===== config.mk =====
export PLATFORM = sky130hd
export DESIGN_NAME = hjg_sdiv
export DESIGN_NICKNAME = d
export VERILOG_FILES = /design/src/rtl/hjg_sdiv.sv
export SDC_FILE = /design/constraint.sdc
export NUM_CORES = 1
export LEC_CHECK = 0
export BUFFER_PORTS_ARGS = -buffer_cell sky130_fd_sc_hd__buf_2
export CORE_MARGIN = 5
export CORE_UTILIZATION = 45
export CTS_CLUSTER_SIZE = 40
export DETAILED_ROUTE_END_ITERATION = 10
export PLACE_DENSITY = 0.66
export SETUP_SLACK_MARGIN = 0.3
export SYNTH_ARGS = -nofsm -noshare
export SYNTH_HDL_FRONTEND = slang
export SYNTH_SLANG_ARGS = --single-unit

===== constraint.sdc =====
create_clock -name i_clk -period 3.24 [get_ports i_clk]
set_input_delay 0.162 -clock i_clk [delete_from_list [all_inputs] [get_ports i_clk]]
set_output_delay 0.162 -clock i_clk [all_outputs]
set_load 0.01 [all_outputs]

===== src/rtl/hjg_sdiv.sv =====
module hjg_sdiv #(
    parameter int DW = 26,
    parameter int RW = 15
) (
    input  logic          i_clk,
    input  logic          i_rst_n,
    input  logic          i_start,
    input  logic [RW-1:0] i_rem,
    input  logic [DW-1:0] i_dvd,
    input  logic [RW-1:0] i_dvs,
    output logic          o_done,
    output logic [DW-1:0] o_quo
);

    localparam int CW = $clog2(DW + 1);

    logic          r_busy, n_busy;
    logic          r_done, n_done;
    logic [CW-1:0] r_cnt, n_cnt;
    logic [RW-1:0] r_rem, n_rem;
    logic [DW-1:0] r_quo, n_quo;
    logic [RW-1:0] r_dvs, n_dvs;

    logic [RW:0]   trial;
    logic [RW:0]   diff;
    logic          ge;

    always_comb begin
        trial = {r_rem, r_quo[DW-1]};
        diff  = trial - {1'b0, r_dvs};
        ge    = (trial >= {1'b0, r_dvs});
    end

    always_comb begin
        n_busy = r_busy;
        n_done = 1'b0;
        n_cnt  = r_cnt;
        n_rem  = r_rem;
        n_quo  = r_quo;
        n_dvs  = r_dvs;
        if (i_start) begin
            n_busy = 1'b1;
            n_cnt  = CW'(DW);
            n_rem  = i_rem;
            n_quo  = i_dvd;
            n_dvs  = i_dvs;
        end else if (r_busy) begin
            n_rem = ge ? diff[RW-1:0] : trial[RW-1:0];
            n_quo = {r_quo[DW-2:0], ge};
            n_cnt = r_cnt - CW'(1);
            if (r_cnt == CW'(1)) begin
                n_busy = 1'b0;
                n_done = 1'b1;
            end
        end
    end

    always_ff @(posedge i_clk) begin
        if (!i_rst_n) begin
            r_busy <= 1'b0;
            r_done <= 1'b0;
            r_cnt  <= '0;
        end else begin
            r_busy <= n_busy;
            r_done <= n_done;
            r_cnt  <= n_cnt;
        end
        r_rem <= n_rem;
        r_quo <= n_quo;
        r_dvs <= n_dvs;
    end

    assign o_done = r_done;
    assign o_quo  = r_quo;

endmodule


==> reports/qor.csv <==
stage,metric,value,unit
outcome,outcome,"complete, no violations",
timing,period_share,0.8676,
place,placed_area,3996,um2
detailed_routing,drtIter0Drc,118,
finish,fin_nets,462,
finish,syn2layout_area_growth,27.66,%
timing,finalSetupTns,0,ns
synth,syn_area,3470,um2
synth,synth_warnings,0,
place,dp_slack,0.4290,ns
timing,hold_viol_final,0,
clock_network,insertion_delay,0.35,ns
finish,antenna-diode-count,0,
synth,ys_ff_latch,63,
die,die_w,97.81,um
timing,setup_viol,0,
die,coreArea,7607,um2
clock_network,cts.sinks,63,
synth,synth_edf_count,56,
timing,rsz0062_at_grt,false,
finish,multi_input_area,1540,um2
synth,async_flop_share,0,
place,dpl.hpwl,5.313,mm
pwr,power.density,678.6,nW/um2
synth,yosys.area.top_type,edfxtp_1,
setup_path,crit_required,3.34,ns
timing,max_freq,355.8,MHz
detailed_routing,drc_errors,0,
setup_path,path_cells,"inv_1, ha_1, fa_2, nor2b_4, o21ai_2, a21boi_1, or4_4, a31o_4, mux2_4, mux2_2",
global_route,grt_max_degree,53,
synth,synthTopCellsByArea,"edfxtp_1 48%, mux2_2 12%, ha_1 6.1%",
setup_path,worst_setup_path_end_kind,flop,
pwr,p_leak,1.880,nW
die,pin_count,86,
synth,synth.distinct_cells,50,
detailed_routing,wl_per_cell,15.50,um
global_route,track_usage,0.1687,
detailed_routing,wirelength,7.625,mm
setup_path,cp-start-kind,flop,
place,port_buffers,85,
setup_path,crit_buf_inv,1,
timing,finalClockSkew,0.01134,ns
synth,synth_flop_cell,edfxtp_1,
timing,slew_viol_final,0,
synth,seq_area_frac_synth,0.5251,
clock_network,clk_pin_slew,0.08,ns
synth,avgSynthCellArea,12.48,um2
clock_network,cts_tree,yes,
global_route,grt_pass1_vias,2765,
timing,period_needed,2.811,ns
timing,fin_hold_ws,0.08734,ns
pwr,total_power,3.006,mW
flow_run,maxCapViolations,0,
setup_path,crit_slowest_cell,or4_4,
die,placementRows,32,
die,initial_core_util,0.4561,
setup_path,setup.worst_path.class,reg2reg,
synth,netlist_instances,278,
setup_path,crit_fanout,10,
timing,setup_ws,0.4291,ns
setup_path,worst_path_largest_cell_delay,0.51,ns
die,die_area,9566,um2
finish,seq_area,1822,um2
synth,synth_top_area_frac,0.4847,
detailed_routing,vias_per_cell,5.167,
worst_hold_path,hp-class,in2reg,
global_route,antenna_found_initial,0,
finish,drive_above_1_share,0.3949,
synth,synth_common_cells,"56 x edfxtp_1, 36 x mux2_2, 22 x inv_1, 17 x ha_1, 16 x a21oi_1",
setup_path,crit_family,simple AND/OR/NAND/NOR gates,
global_route,grt_remaining_overflow,0,
detailed_routing,first_pass_iters,4,
finish,final_area,4429,um2
synth,syn_nets,355,
timing,slew_headroom,0.3076,
place,gp_congestion,0.8536,
die,die_y,97.81,um
synth,synth.most_common_cell,edfxtp_1,
setup_path,r2r_slack,0.43,ns
clock_network,htreeDepth,3,
detailed_routing,vias,2542,
clock_network,cts_buffers,9,
clock_network,cts-root-buf,clkbuf_8,
global_route,grt_pass1_wl,13.02,mm
finish,nFillCells,660,
pwr,ir_worst_vdd,0.3389,mV
timing,tightest_slew,1.039,ns
clock_network,clock_path_buffers,2,
detailed_routing,postRouteAntennaNets,0,
setup_path,critPathArrivalTime,2.91,ns
through the flow:
step / std cells / util
after floorplan: 278 / -
final: 492 / 0.5822
after CTS: 489 / 0.5771
after global routing: 492 / 0.5822
after detailed placement: 458 / 0.5253
after global placement: 458 / 0.5253
what timing repair did:
item,in CTS,in global routing
hold buffers,15,0
resized for setup,0,4
endpoints found under the hold margin,15,0
setup buffers,0,3
endpoints found under the setup margin,0,7
power breakdown:
| part | internal (mW) | switching (mW) | leakage, nW |
|---|---|---|---|
| Combinational | 0.528 | 0.526 | 1.14 |
| Sequential | 1.04 | 0.0668 | 0.616 |
| Clock | 0.514 | 0.333 | 0.121 |
| Total | 2.08 | 0.926 | 1.88 |
state kept, by name (all words and copies together), names as in the netlist:
register / cells
r_busy: 1
r_rem: 15
o_quo: 26
o_done: 1
r_cnt: 5
r_dvs: 15
final timing paths:
| kind | start | to | cells after the start |
|---|---|---|---|
| worst max register to register | o_quo[25] | r_rem[5] | 10 |
| worst min-delay path | i_rst_n | r_cnt[4] | 2 |
| worst min register to register | r_busy | o_done | 2 |
| worst max-delay path | o_quo[25] | r_rem[5] | 10 |
worst reg2reg max path: cells and delay by family, from the launching register on:
family	cells	cell delay, ns
flip-flops	1	0.38
adder cells (fa/ha/maj)	2	0.43
AND/OR/NAND/NOR	2	0.56
buffers and inverters	1	0.08
AO/OA/AOI/OAI	3	0.54
multiplexers	2	0.56
cell type report:
| class | instances | area share |
|---|---|---|
| flip-flops and latches | 63 | 0.4113 |
| multi-input cells | 184 | 0.3477 |
| repair buffers | 105 | 0.1384 |
| well taps | 102 | 0.02881 |
| clock buffers | 9 | 0.02797 |
| clock inverters | 7 | 0.02712 |
| inverters | 22 | 0.01864 |
logic make-up after synthesis:
family,synth area share
buffers and inverters,0.03570
XOR/XNOR,0.03534
flip-flops,0.5251
AND/OR/NAND/NOR,0.09016
multiplexers,0.1342
AO/OA/AOI/OAI,0.1125
adder cells (fa/ha/maj),0.06707
layout by cell type, fill, tap and decap left out, drive strengths merged, types with 2 or more instances in the layout:
| cell type | instances |
|---|---|
| o21ai | 6 |
| dfxtp | 7 |
| edfxtp | 56 |
| nor3b | 2 |
| bufinv | 3 |
| mux2 | 38 |
| a31oi | 3 |
| nor2 | 15 |
| buf | 90 |
| nor4b | 2 |
| a21oi | 16 |
| nand2 | 6 |
| a211oi | 5 |
| xnor2 | 10 |
| nor3 | 5 |
| inv | 23 |
| nor4 | 2 |
| nor2b | 8 |
| nand4 | 2 |
| o21bai | 2 |
| o21a | 6 |
| ha | 17 |
| or4b | 2 |
| or4 | 2 |
| a21o | 6 |
| clkbuf | 9 |
| dlygate4sd3 | 15 |
| xor2 | 4 |
| clkinv | 3 |
| mux2i | 3 |
| a221o | 2 |
| nand3 | 3 |
| o211ai | 3 |
metal layers:
layer  track usage  share of wire
met4       0.05964          0.022
met5             0              0
met1        0.2027           0.43
met3       0.05714          0.068
met2        0.2831           0.48
(Power assumes the default switching activity.)
